### src/sv/dedc_pkg.sv
// ----------------------------------------------------------------------------
// dedc_pkg: shared definitions for the debounced encoder digit counter
// Phase codes, register indexes, reset values and the seven-segment decode.
// ----------------------------------------------------------------------------
package dedc_pkg;

   // Field and register widths
   localparam int unsigned TIMER_W = 16;
   localparam int unsigned COUNT_W = 4;
   localparam int unsigned SEG_W   = 7;
   localparam int unsigned DATA_W  = 32;
   localparam int unsigned ADDR_W  = 3;

   // Register reset values and digit limit
   localparam logic [TIMER_W-1:0] DEBOUNCE_RESET  = 16'd8;
   localparam logic [COUNT_W-1:0] COUNT_MAX_RESET = 4'd9;
   localparam logic [COUNT_W-1:0] DIGIT_LIMIT     = 4'd9;

   // Register index, taken from paddr[2] (registers at byte 0 and 4)
   localparam logic REG_DEBOUNCE  = 1'b0;
   localparam logic REG_COUNT_MAX = 1'b1;

   // Encoder tracking phase
   typedef enum logic [1:0] {
      PH_IDLE = 2'd0,
      PH_WAIT = 2'd1,
      PH_HIGH = 2'd2
   } phase_type;

   // Active-low segment pattern, bit 0 = a .. bit 6 = g; non-digits blank
   function automatic logic [SEG_W-1:0] seg_decode_n(input logic [COUNT_W-1:0] digit);
      logic [SEG_W-1:0] seg_on;
      case (digit)
         4'd0:    seg_on = 7'h3F;
         4'd1:    seg_on = 7'h06;
         4'd2:    seg_on = 7'h5B;
         4'd3:    seg_on = 7'h4F;
         4'd4:    seg_on = 7'h66;
         4'd5:    seg_on = 7'h6D;
         4'd6:    seg_on = 7'h7D;
         4'd7:    seg_on = 7'h07;
         4'd8:    seg_on = 7'h7F;
         4'd9:    seg_on = 7'h6F;
         default: seg_on = 7'h00;
      endcase
      return ~seg_on;
   endfunction

endpackage

### src/sv/debounced_encoder_digit_counter.sv
// ----------------------------------------------------------------------------
// debounced_encoder_digit_counter
// Debounced rotary encoder step tracking with a saturating 0..9 count and an
// active-low seven-segment drive, one pin sample per request.
// ----------------------------------------------------------------------------
//
//   Channel  | Ports                                   | Role
//   ---------+-----------------------------------------+-----------------------
//   req      | req_valid/ready, clk_level, dt_level     | one pin sample (tick)
//   rsp      | rsp_valid/ready, count_value,            | count, segments, step
//            |   segments_n, count_changed              |
//   csr      | psel, penable, pwrite, paddr, pwdata,    | debounce_ticks (0x0),
//            |   prdata, pready                         | count_max (0x4)
//
// For each request, the state update and segment decode sit
// between the state registers and the response register.
// A new request is taken every cycle while the response register is empty or
// being drained in the same cycle; a stalled response holds only the input.
// Reset is synchronous and returns the tracker to idle with the clock pin
// assumed high (pulled up), the count at zero and registers at their defaults.
// ----------------------------------------------------------------------------
module debounced_encoder_digit_counter
   import dedc_pkg::*;
(
   input  logic                clock,
   input  logic                reset,
   // request channel
   input  logic                req_valid,
   output logic                req_ready,
   input  logic                req_clk_level,
   input  logic                req_dt_level,
   // response channel
   output logic                rsp_valid,
   input  logic                rsp_ready,
   output logic [COUNT_W-1:0]  rsp_count_value,
   output logic [SEG_W-1:0]    rsp_segments_n,
   output logic                rsp_count_changed,
   // configuration port
   input  logic                psel,
   input  logic                penable,
   input  logic                pwrite,
   input  logic [ADDR_W-1:0]   paddr,
   input  logic [DATA_W-1:0]   pwdata,
   output logic [DATA_W-1:0]   prdata,
   output logic                pready
);

   // Configuration registers
   logic [TIMER_W-1:0] debounce_ff;
   logic [COUNT_W-1:0] count_max_ff;

   // Tracker state
   phase_type          phase_ff, phase_in;
   logic [TIMER_W-1:0] wait_timer_ff, wait_timer_in;
   logic               prev_clk_ff;
   logic [COUNT_W-1:0] count_ff, count_in;
   logic               changed_in;

   // Response register
   logic               rsp_valid_ff;
   logic [COUNT_W-1:0] rsp_count_ff;
   logic [SEG_W-1:0]   rsp_seg_ff;
   logic               rsp_changed_ff;

   logic               req_fire;
   logic               csr_write;
   logic [COUNT_W-1:0] limit;
   logic [TIMER_W-1:0] timer_inc;

   // Handshakes
   assign req_ready = !rsp_valid_ff || rsp_ready;
   assign req_fire  = req_valid && req_ready;
   assign csr_write = psel && penable && pwrite && pready;
   assign pready    = 1'b1;

   // Register read mux
   always_comb begin
      case (paddr[2])
         REG_DEBOUNCE:  prdata = {{(DATA_W-TIMER_W){1'b0}}, debounce_ff};
         REG_COUNT_MAX: prdata = {{(DATA_W-COUNT_W){1'b0}}, count_max_ff};
         default:       prdata = '0;
      endcase
   end

   // Register writes
   always_ff @(posedge clock) begin
      if (reset) begin
         debounce_ff  <= DEBOUNCE_RESET;
         count_max_ff <= COUNT_MAX_RESET;
      end else if (csr_write) begin
         if (paddr[2] == REG_DEBOUNCE) begin
            debounce_ff <= pwdata[TIMER_W-1:0];
         end
         if (paddr[2] == REG_COUNT_MAX) begin
            count_max_ff <= pwdata[COUNT_W-1:0];
         end
      end
   end

   // Clamp the limit to a single digit
   assign limit     = (count_max_ff > DIGIT_LIMIT) ? DIGIT_LIMIT : count_max_ff;
   assign timer_inc = wait_timer_ff + TIMER_W'(1);

   // Next state for one sample
   always_comb begin
      phase_in      = phase_ff;
      wait_timer_in = wait_timer_ff;
      count_in      = count_ff;
      changed_in    = 1'b0;

      // advance the debounce wait or look for a falling clock edge
      case (phase_ff)
         PH_WAIT: begin
            wait_timer_in = timer_inc;
            if (timer_inc >= debounce_ff) begin
               phase_in = PH_HIGH;
            end
         end
         PH_HIGH: begin
            phase_in = PH_HIGH;
         end
         default: begin
            phase_in = PH_IDLE;
            if (prev_clk_ff && !req_clk_level) begin
               phase_in      = PH_WAIT;
               wait_timer_in = '0;
            end
         end
      endcase

      // step once the clock reads high, then re-arm
      if (phase_in == PH_HIGH && req_clk_level) begin
         if (req_dt_level) begin
            if (count_ff < limit) begin
               count_in = count_ff + COUNT_W'(1);
            end
         end else begin
            if (count_ff != '0) begin
               count_in = count_ff - COUNT_W'(1);
            end
         end
         changed_in    = 1'b1;
         phase_in      = PH_IDLE;
         wait_timer_in = '0;
      end
   end

   // Tracker state registers, advance on each accepted request
   always_ff @(posedge clock) begin
      if (reset) begin
         phase_ff      <= PH_IDLE;
         wait_timer_ff <= '0;
         prev_clk_ff   <= 1'b1;
         count_ff      <= '0;
      end else if (req_fire) begin
         phase_ff      <= phase_in;
         wait_timer_ff <= wait_timer_in;
         prev_clk_ff   <= req_clk_level;
         count_ff      <= count_in;
      end
   end

   // Response valid: set on accept, drop when taken
   always_ff @(posedge clock) begin
      if (reset) begin
         rsp_valid_ff <= 1'b0;
      end else if (req_fire) begin
         rsp_valid_ff <= 1'b1;
      end else if (rsp_ready) begin
         rsp_valid_ff <= 1'b0;
      end
   end

   // Response payload, hold while stalled
   always_ff @(posedge clock) begin
      if (req_fire) begin
         rsp_count_ff   <= count_in;
         rsp_seg_ff     <= seg_decode_n(count_in);
         rsp_changed_ff <= changed_in;
      end
   end

   assign rsp_valid         = rsp_valid_ff;
   assign rsp_count_value   = rsp_count_ff;
   assign rsp_segments_n    = rsp_seg_ff;
   assign rsp_count_changed = rsp_changed_ff;

   // Count never leaves the digit range
   a_count_range: assert property (@(posedge clock) disable iff (reset)
      count_ff <= DIGIT_LIMIT)
      else $error("count left digit range");

   // Count moves only on an accepted request
   a_count_hold: assert property (@(posedge clock) disable iff (reset)
      !req_fire |=> $stable(count_ff))
      else $error("count changed without a request");

   // A step is only reported out of the wait or high phase
   a_step_phase: assert property (@(posedge clock) disable iff (reset)
      (req_fire && changed_in) |-> (phase_ff == PH_WAIT || phase_ff == PH_HIGH))
      else $error("step reported from idle phase");

   // An empty response register never blocks a request
   a_ready_free: assert property (@(posedge clock) disable iff (reset)
      !rsp_valid_ff |-> req_ready)
      else $error("request blocked with empty response register");

endmodule
### config.mk
export PLATFORM = sky130hd
export DESIGN_NAME = debounced_encoder_digit_counter
export DESIGN_NICKNAME = d
export VERILOG_FILES = /design/src/sv/dedc_pkg.sv /design/src/sv/debounced_encoder_digit_counter.sv
export SDC_FILE = /design/constraint.sdc
export NUM_CORES = 1
export LEC_CHECK = 0
export BUFFER_PORTS_ARGS = -buffer_cell sky130_fd_sc_hd__buf_4
export CORE_MARGIN = 4
export CORE_UTILIZATION = 50
export DETAILED_ROUTE_END_ITERATION = 7
export MAX_ROUTING_LAYER = met4
export PLACE_DENSITY = 0.76
export SYNTH_ARGS = -nofsm -noshare
export SYNTH_HDL_FRONTEND = slang
export SYNTH_SLANG_ARGS = --single-unit
export TNS_END_PERCENT = 5
### constraint.sdc
create_clock -name clock -period 6.4 [get_ports clock]
set_input_delay 0.64 -clock clock [delete_from_list [all_inputs] [get_ports clock]]
set_output_delay 0.64 -clock clock [all_outputs]
set_load 0.02 [all_outputs]
==> results of run 1 <==
==> state kept, by name, indices dropped and copies added, names as in the netlist <==
signal             count
wait_timer_ff         16
count_ff               4
count_max_ff           4
rsp_segments_n         7
prev_clk_ff            1
rsp_valid              1
phase_ff               2
rsp_count_value        4
debounce_ff           16
rsp_count_changed      1
==> layout make-up <==
cell class | count | area [um^2] | share of cell area (%)
timing repair buffer | 55 | 413 | 10.6
multi-input combinational | 315 | 1910 | 49.3
sequential | 56 | 1240 | 31.9
inverter | 32 | 125 | 3.22
clock inverter | 3 | 27.5 | 0.708
tap | 77 | 96.3 | 2.48
clock buffer | 5 | 68.8 | 1.77
==> cells in the final DEF, fill, tap and decap left out, types with 2 or more instances in the layout <==
cell type and n:
a211o_1 3, a211oi_1 5, a21o_1 2, a21oi_1 41, a22oi_1 4, a31oi_1 2, and3_1 12, buf_4 55
clkbuf_8 5, clkinv_4 2, conb_1 17, dfxtp_1 44, edfxtp_1 12, ha_1 28, inv_1 30, mux2i_1 3
nand2_1 56, nand2b_1 2, nand3_1 16, nand3b_1 9, nand4_1 3, nor2_1 39, nor2b_1 3, nor3_1 6
nor4_1 3, o21ai_0 21, o21ai_1 2, o311ai_0 2, o31a_1 2, o31ai_1 3, xnor2_1 8, xor2_1 7
==> power by group through the flow <==
stage | Clock, mW | Combinational [mW] | Sequential (mW)
2_1_floorplan | 0 | 0.0888 | 0.403
3_3_place_gp | 0 | 0.131 | 0.393
3_5_place_dp | 0 | 0.134 | 0.394
4_1_cts | 0.211 | 0.135 | 0.386
5_1_grt | 0.226 | 0.149 | 0.388
6_report | 0.209 | 0.134 | 0.386
==> layer usage <==
metal | share of wire [%] | GRT usage (%) | vias to the layer above
met5 | 0 | - | -
met4 | 1.4 | 5.28 | 0
met3 | 5.1 | 3.14 | 12
met2 | 46 | 28.4 | 76
met1 | 47 | 23.6 | 1328
li1 | - | - | 1500
==> cell families (layout without fill, tap and decap cells) <==
kind of cell | count (synthesis) | in the layout | share of synthesized area [%]
simple gates | 156 | 156 | 21.2
compound gates | 95 | 95 | 17.4
buf+inv | 68 | 95 | 9.89
flops | 56 | 56 | 36.1
fa+ha+maj | 28 | 28 | 10.2
xor+xnor | 15 | 15 | 3.82
mux | 4 | 4 | 1.20
other cells | 2 | 17 | 0.218
==> synthesized netlist by cell type (all sizes together) (7+ instances only) <==
cell    number  share of area (%)
a211oi       7                2.0
a21oi       41                6.0
and3        13                2.5
buf         20                4.5
clkbuf      16                1.8
dfxtp       44                 26
edfxtp      12                 10
ha          28                 10
inv         31                3.4
nand2       56                6.1
nand3       16                2.3
nand3b       9                2.0
nor2        39                4.3
o21ai       23                3.3
xnor2        8                2.0
xor2         7                1.8
==> per-stage QoR <==
step           instance area [um^2]  util (%)
5_1_grt                        3890      59.5
2_1_floorplan                  3500         -
6_report                       3890      59.5
3_5_place_dp                   3790      58.0
4_1_cts                        3890      59.5
3_3_place_gp                   3790      58.0
==> path summary, 6_finish.rpt <==
kind                                  startpoint                 to  slack [ps]  depth (start not counted)
worst max-delay path            wait_timer_ff[2]  rsp_segments_n[0]        1360                         19
worst min-delay path              debounce_ff[4]     debounce_ff[4]         460                          2
worst max register to register  wait_timer_ff[2]  rsp_segments_n[0]        1360                         19
worst min register to register    debounce_ff[4]     debounce_ff[4]         460                          2
==> worst max-delay path: stages, from the launching register on <==
cell     delay, ps
dfxtp_1        420
and3_1         270
and3_1         250
and3_1         270
and3_1         290
nand3_1        120
xnor2_1        250
ha_1           300
a21oi_1        140
o21ai_0         90
nor4_1         420
and3_1         320
or2_1          350
inv_1           90
o21ai_0        110
xnor2_1        330
inv_1          130
ha_1           230
nor3_1         280
nor3_1         100
==> impl_metrics.json, run 1 <==
{
  "drt_iter0_drc": 208,
  "finalCritPeriodShare_pct": 78.7,
  "gp_congestion": 0.837,
  "numCtsBuffers": 5,
  "dp_hpwl_um": 5600,
  "cts_root_buffer": "clkbuf_8",
  "antenna_found_initial": 0,
  "power.density_mw_per_mm2": 188,
  "drive_gt1_share_pct": 15.5,
  "finClkSkew_ps": 11.3,
  "grt_max_degree": 45,
  "route.detailed.drc": 0,
  "die-area_mm2": 0.00827,
  "avgRoutedWirePerCell_um": 13.7,
  "ys_seq_elements": 56,
  "slew_headroom_pct": 28.4,
  "sw_frac_of_total_pct": 30.1,
  "wl_um": 7430,
  "worst_setup_path_end_kind": "register",
  "crit_required_ps": 6480,
  "pwr-share-seq_pct": 52.9,
  "fin_crit_ps": 5040,
  "worstPathArrival_ps": 5120,
  "ant_nets": 0,
  "power.net_switching_mw": 0.219,
  "ys_seq_area_share_pct": 36.1,
  "port_buffers": 55,
  "holdBufCountCts": 0,
  "die_x_um": 90.9,
  "max_freq_mhz": 199,
  "pwr-share-clk_pct": 28.6,
  "cts_max_level": 2,
  "cell_internal_pwr_mw": 0.510,
  "via_count": 2916,
  "drv_slew": 0,
  "start_kind": "register",
  "setup_viol": 0,
  "fillers": 586,
  "cp_max_fo": 8,
  "postSynthAreaPerCell_um2": 8.11,
  "rsz0062_at_grt": "no",
  "place_ws_ps": 1420,
  "overflow": 0,
  "timing_hold_violations_final": 0,
  "diodes": 0,
  "vdd_drop_max_mv": 0.126,
  "area_delta_synth_final_pct": 13.0,
  "place_inst": 535,
  "p_comb_share_pct": 18.4,
  "via_per_inst": 5.37,
  "hold_slack_ps": 460,
  "hold_path_class": "reg2reg",
  "synth_edf_count": 12,
  "p_leak_nw": 1.70,
  "initial_core_util_pct": 52.7,
  "finalPower_mw": 0.729,
  "grt_pass1_vias": 2676,
  "maxCapViolations": 0,
  "synthFlopType": "dfxtp_1",
  "synth_cell_types": 52,
  "crit_type": "reg2reg",
  "die-height_um": 90.9,
  "worst_pin_slew_ps": 1070,
  "synthCells": 424,
  "fin_nets": 537,
  "status": "finished clean",
  "cts.clk_slew.worst_paths_ps": 110,
  "async_reset_ff_share_pct": 0,
  "clkLatencyLatePin_ps": 330,
  "core-area_mm2": 0.00653,
  "row_count": 29,
  "synthesis.area_mm2": 0.00344,
  "tns_ps": 0,
  "yosys_warnings": 0,
  "cts_tree": "yes",
  "grt_pass1_wl_um": 12300,
  "first_pass_iters": 4,
  "track_usage_pct": 18.0,
  "clock_sinks": 56,
  "ctsResizeCount": 0,
  "ioPinCount": 91,
  "worst_slack_ps": 1360,
  "clockBufferDepth": 2,
  "fin_cells": 543,
  "post_cts_buffers": 0
}
Note: power is estimated with default switching activity, not from simulation.
==> run 2, diff against run 1 <==
--- a/config.mk
+++ b/config.mk
@@ -7,10 +7,10 @@
 export LEC_CHECK = 0
 export BUFFER_PORTS_ARGS = -buffer_cell sky130_fd_sc_hd__buf_4
 export CORE_MARGIN = 4
-export CORE_UTILIZATION = 50
+export CORE_UTILIZATION = 48
 export DETAILED_ROUTE_END_ITERATION = 7
 export MAX_ROUTING_LAYER = met4
-export PLACE_DENSITY = 0.76
+export PLACE_DENSITY = 0.77
 export SYNTH_ARGS = -nofsm -noshare
 export SYNTH_HDL_FRONTEND = slang
 export SYNTH_SLANG_ARGS = --single-unit
==> constraint.sdc (replaced) <==
create_clock -name clock -period 4.45 [get_ports clock]
set_input_delay 0.445 -clock clock [delete_from_list [all_inputs] [get_ports clock]]
set_output_delay 0.445 -clock clock [all_outputs]
set_load 0.02 [all_outputs]
==> run 2 against run 1 <==
Effect of this change:
- via count is 4.5% higher
- die area grew 3.8%
- sequential share of layout area down 1.6 points
- clock power increased by 47%
- combinational power is 57% higher
- critical path depth decreased by 1
- first-iteration DRC count is 13% lower
- global-route usage is 0.94 points higher
- design area grew 5.4%
- clock-buffer cell count up 1
==> impl_metrics.json, run 2 (synthesized netlist as in run 1, its figures left out) <==
{
  "status": "finished clean",
  "via_per_inst": 5.24,
  "place_area_mm2": 0.00397,
  "crit_type": "reg2reg",
  "die_x_um": 92.7,
  "multi_input_area_mm2": 0.00195,
  "die-area_mm2": 0.00858,
  "hold_slack_ps": 341,
  "slew_headroom_pct": 31.9,
  "power.net_switching_mw": 0.313,
  "cp_max_fo": 7,
  "gp_congestion": 0.839,
  "fin_crit_ps": 4200,
  "pwr-share-clk_pct": 28.6,
  "initial_core_util_pct": 50.1,
  "antenna_found_initial": 0,
  "fin_nets": 557,
  "drt_iter0_drc": 182,
  "slowest_delay_ps": 400,
  "cts_max_level": 2,
  "grt_max_degree": 45,
  "pwr-share-seq_pct": 51.7,
  "seqCellArea_mm2": 0.00124,
  "avgRoutedWirePerCell_um": 13.4,
  "ant_nets": 0,
  "critical_path_buf_inv_count": 2,
  "worstPathArrival_ps": 4270,
  "cts_root_buffer": "clkbuf_8",
  "track_usage_pct": 18.9,
  "crit_required_ps": 4520,
  "finClkSkew_ps": 10.7,
  "post_cts_buffers": 0,
  "via_count": 3048,
  "die-height_um": 92.7,
  "worst_pin_slew_ps": 1020,
  "worst_slack_ps": 251,
  "area_delta_synth_final_pct": 19.1,
  "fillers": 613,
  "finalCritPeriodShare_pct": 94.4,
  "final_cell_mix": "buf_4, nand2_1, dfxtp_1, a21oi_1, nor2_1",
  "cts.clk_slew.worst_paths_ps": 100,
  "clkLatencyLatePin_ps": 320,
  "wl_um": 7810,
  "grt_pass1_vias": 2853,
  "numCtsBuffers": 5,
  "core-area_mm2": 0.00687,
  "critical-path-top-delay-family": "simple AND/OR/NAND/NOR gates",
  "crit_top_cell": "and3_1",
  "critical_path.cell_chain": "and3_1 > and3_2 > and3_1 > and3_1 > nand3_1 > xnor2_2 > ha_1 > nand4_1 > nor3_1 > nor4_1 > buf_4 > and3_1 > or2_1 > buf_4 > a211oi_4 > ha_1 > o21ai_0 > o21ai_0",
  "fin_cells": 582,
  "drive_gt1_share_pct": 20.6,
  "start_kind": "register",
  "dp_hpwl_um": 5880,
  "p_leak_nw": 1.83,
  "final_util_pct": 59.7,
  "tns_ps": 0,
  "cell_internal_pwr_mw": 0.761,
  "grt_pass1_wl_um": 13100,
  "route.detailed.drc": 0,
  "vdd_drop_max_mv": 0.172,
  "maxCapViolations": 0,
  "clock_sinks": 56,
  "row_count": 30,
  "stdcell_area_mm2": 0.00410,
  "max_freq_mhz": 238,
  "cts_tree": "yes",
  "ioPinCount": 91,
  "port_buffers": 55,
  "overflow": 0,
  "power.density_mw_per_mm2": 262,
  "cp_slowest_cell": "dfxtp_1",
  "finalPower_mw": 1.07,
  "place_inst": 574,
  "p_comb_share_pct": 19.7,
  "diodes": 0,
  "sw_frac_of_total_pct": 29.1,
  "setup_viol": 0,
  "hold_path_class": "in2reg",
  "timing_hold_violations_final": 0,
  "worst_setup_path_end_kind": "register",
  "place_ws_ps": 148,
  "first_pass_iters": 4,
  "drv_slew": 0,
  "clockBufferDepth": 2,
  "final_common_cell": "buf_4"
}
## run 2: changes by cell type in the layout (fill, tap and decap cells not counted), sizes merged
cell / change
clkbuf: +1
buf: +20
clkinvlp: -1
clkinv: -1
inv: +1
## run 2: cell type report
cell class	count	share of cell area [%]
Timing Repair Buffer	75	13.7
Clock inverter	2	0.427
Multi-Input combinational cell	315	47.5
Sequential cell	56	30.3
Clock buffer	6	2.02
Tap cell	96	2.93
Inverter	32	3.05
## run 2: repair_timing
action | in CTS | in global routing
hold buffers | 0 | 0
setup endpoints to repair | 0 | 5
gates resized for setup | 0 | 7
## run 2: power groups by stage
stage / Sequential, mW / Combinational [mW] / Clock (mW)
3_5_place_dp: 0.567 / 0.210 / 0
6_report: 0.555 / 0.211 / 0.307
3_3_place_gp: 0.566 / 0.205 / 0
5_1_grt: 0.559 / 0.232 / 0.332
2_1_floorplan: 0.580 / 0.128 / 0
4_1_cts: 0.555 / 0.211 / 0.312
## run 2: worst reg2reg max path: cells and delay by family (launching register included)
kind	cells	cell delay [ps]
flip-flops	1	400
AND/OR/NAND/NOR	10	1840
buffers and inverters	2	310
adder cells (fa/ha/maj)	2	620
XOR/XNOR	1	180
AO/OA/AOI/OAI	3	590
## run 2: final timing paths
| kind | from | cells after the start | slack, ps | endpoint |
|---|---|---|---|---|
| min reg2reg | debounce_ff[4] | 2 | 460 | debounce_ff[4] |
| max | wait_timer_ff[2] | 18 | 250 | rsp_segments_n[1] |
| max reg2reg | wait_timer_ff[2] | 18 | 250 | rsp_segments_n[1] |
| min | pwdata[3] | 2 | 340 | debounce_ff[3] |
## run 2: per-layer routing
| metal | track usage, % | vias to the layer above | part of all wire (%) |
|---|---|---|---|
| met1 | 23.6 | 1416 | 46 |
| met3 | 2.92 | 9 | 5.1 |
| li1 | - | 1541 | - |
| met5 | - | - | 0 |
| met2 | 31.8 | 82 | 48 |
| met4 | 5.49 | 0 | 1.4 |
==> run 3, diff against run 2 <==
--- a/config.mk
+++ b/config.mk
@@ -7,10 +7,13 @@
 export LEC_CHECK = 0
 export BUFFER_PORTS_ARGS = -buffer_cell sky130_fd_sc_hd__buf_4
 export CORE_MARGIN = 4
-export CORE_UTILIZATION = 48
+export CORE_UTILIZATION = 50
+export CTS_BUF_LIST = sky130_fd_sc_hd__clkbuf_8
 export DETAILED_ROUTE_END_ITERATION = 7
+export GPL_ROUTABILITY_DRIVEN = 1
 export MAX_ROUTING_LAYER = met4
-export PLACE_DENSITY = 0.77
+export PLACE_DENSITY = 0.79
+export SKIP_CTS_REPAIR_TIMING = 1
 export SYNTH_ARGS = -nofsm -noshare
 export SYNTH_HDL_FRONTEND = slang
 export SYNTH_SLANG_ARGS = --single-unit
==> run 3 against run 2 <==
Effect of this change:
- global-route usage about the same
- maximum frequency increased by 1.0%
- clock-buffer cell count decreased by 1
- non-clock buffer count increased by 2
- sequential share of layout area increased by 0.14 points
- core utilization increased by 2.9 points
- power decreased by 0.87%
- wire length decreased by 0.77%
- combinational power increased by 2%
- via count increased by 1.0%
==> impl_metrics.json, run 3 (synthesized netlist as in run 1, its figures left out) <==
{
  "drive_gt1_share_pct": 21.3,
  "worstPathArrival_ps": 4240,
  "track_usage_pct": 18.9,
  "stdcell_area_mm2": 0.00409,
  "maxCapViolations": 0,
  "clockBufferDepth": 2,
  "place_inst": 553,
  "timing_hold_violations_final": 0,
  "fin_cells": 565,
  "final_cell_mix": "buf_4, nand2_1, a21oi_1, dfxtp_1, nor2_1",
  "multi_input_area_mm2": 0.00195,
  "via_count": 3079,
  "start_kind": "register",
  "antenna_found_initial": 0,
  "grt_max_degree": 45,
  "finalCritPeriodShare_pct": 93.4,
  "final_util_pct": 62.6,
  "diodes": 0,
  "port_buffers": 55,
  "die-height_um": 90.9,
  "final_common_cell": "buf_4",
  "ant_nets": 0,
  "die-area_mm2": 0.00827,
  "worst_pin_slew_ps": 1040,
  "cts_tree": "yes",
  "status": "finished clean",
  "avgRoutedWirePerCell_um": 13.7,
  "cts_max_level": 2,
  "setup_viol": 0,
  "hold_path_class": "in2reg",
  "drt_iter0_drc": 252,
  "slew_headroom_pct": 30.1,
  "area_delta_synth_final_pct": 18.8,
  "overflow": 0,
  "grt_pass1_wl_um": 12900,
  "worst_setup_path_end_kind": "register",
  "drv_slew": 0,
  "place_area_mm2": 0.00393,
  "cts_root_buffer": "clkbuf_8",
  "hold_slack_ps": 346,
  "finClkSkew_ps": 14.4,
  "crit_required_ps": 4540,
  "core-area_mm2": 0.00653,
  "seqCellArea_mm2": 0.00124,
  "gp_congestion": 0.797,
  "wl_um": 7750,
  "crit_type": "reg2reg",
  "first_pass_iters": 4,
  "fin_crit_ps": 4160,
  "clkLatencyLatePin_ps": 320,
  "power.density_mw_per_mm2": 260,
  "numCtsBuffers": 5,
  "cp_max_fo": 5,
  "clock_sinks": 56,
  "via_per_inst": 5.45,
  "fillers": 576,
  "die_x_um": 90.9,
  "initial_core_util_pct": 52.7,
  "ioPinCount": 91,
  "row_count": 29,
  "max_freq_mhz": 241,
  "dp_hpwl_um": 5820,
  "route.detailed.drc": 0,
  "fin_nets": 559,
  "cts.clk_slew.worst_paths_ps": 110,
  "p_leak_nw": 1.82,
  "grt_pass1_vias": 2834,
  "finalPower_mw": 1.06,
  "vdd_drop_max_mv": 0.163
}
[run 3: cell count changes in the layout (fill, tap and decap cells not counted), moves of 2 or more]
cell | before | now
xnor2_1 | 5 | 7
xnor2_2 | 3 | 1
buf_4 | 75 | 77
dfxtp_1 | 43 | 41
dfxtp_2 | 1 | 3
[run 3: where the power goes]
part	total (mW)	switching, mW	internal (mW)
clock network	0.293	0.180	0.113
registers	0.555	0.0125	0.543
logic	0.216	0.125	0.0906
[run 3: per-stage QoR]
| step | setup TNS, ps | setup slack, ps |
|---|---|---|
| floorplan | 0 | 68.5 |
| global placement | 0 | 178 |
| detailed placement | 0 | 62.2 |
| CTS | 0 | 43.9 |
| global route | -7.44 | -7.44 |
| finish | 0 | 293 |
[run 3: layout make-up]
type / instances / area share, %
repair buffers: 77 / 14.1
flip-flops and latches: 56 / 30.5
clock inverters: 3 / 0.551
well taps: 77 / 2.36
multi-input cells: 315 / 47.8
clock buffers: 5 / 1.68
inverters: 32 / 3.06
[run 3: final timing paths]
check | start | to | slack, ps | depth (start not counted)
worst min register to register | debounce_ff[5] | debounce_ff[5] | 460 | 2
worst max register to register | wait_timer_ff[0] | rsp_segments_n[0] | 290 | 20
worst max-delay path | wait_timer_ff[0] | rsp_segments_n[0] | 290 | 20
worst min-delay path | pwdata[3] | debounce_ff[3] | 350 | 2
[run 3: metal layers]
layer  vias to the layer above  wire (um)  track usage [%]
met4                         0        148             6.66
met2                        94       3600             30.2
met5                         -          0                -
li1                       1552          -                -
met3                        14        449             2.64
met1                      1419       3550             24.6
[run 3: worst max-delay path, cell delays in order (launching register included)]
cell and delay, ps:
dfxtp_2 410, and3_2 240, and3_1 190, and3_1 190, and3_2 240, nand3_1 110
xnor2_1 160, ha_1 330, nand4_1 170, nor3_2 200, nor4_1 60, buf_4 140
and3_1 170, or2_1 240, inv_1 80, o21ai_0 130, xnor2_2 260, inv_1 100
ha_1 220, nor3_2 220, nor3_1 80
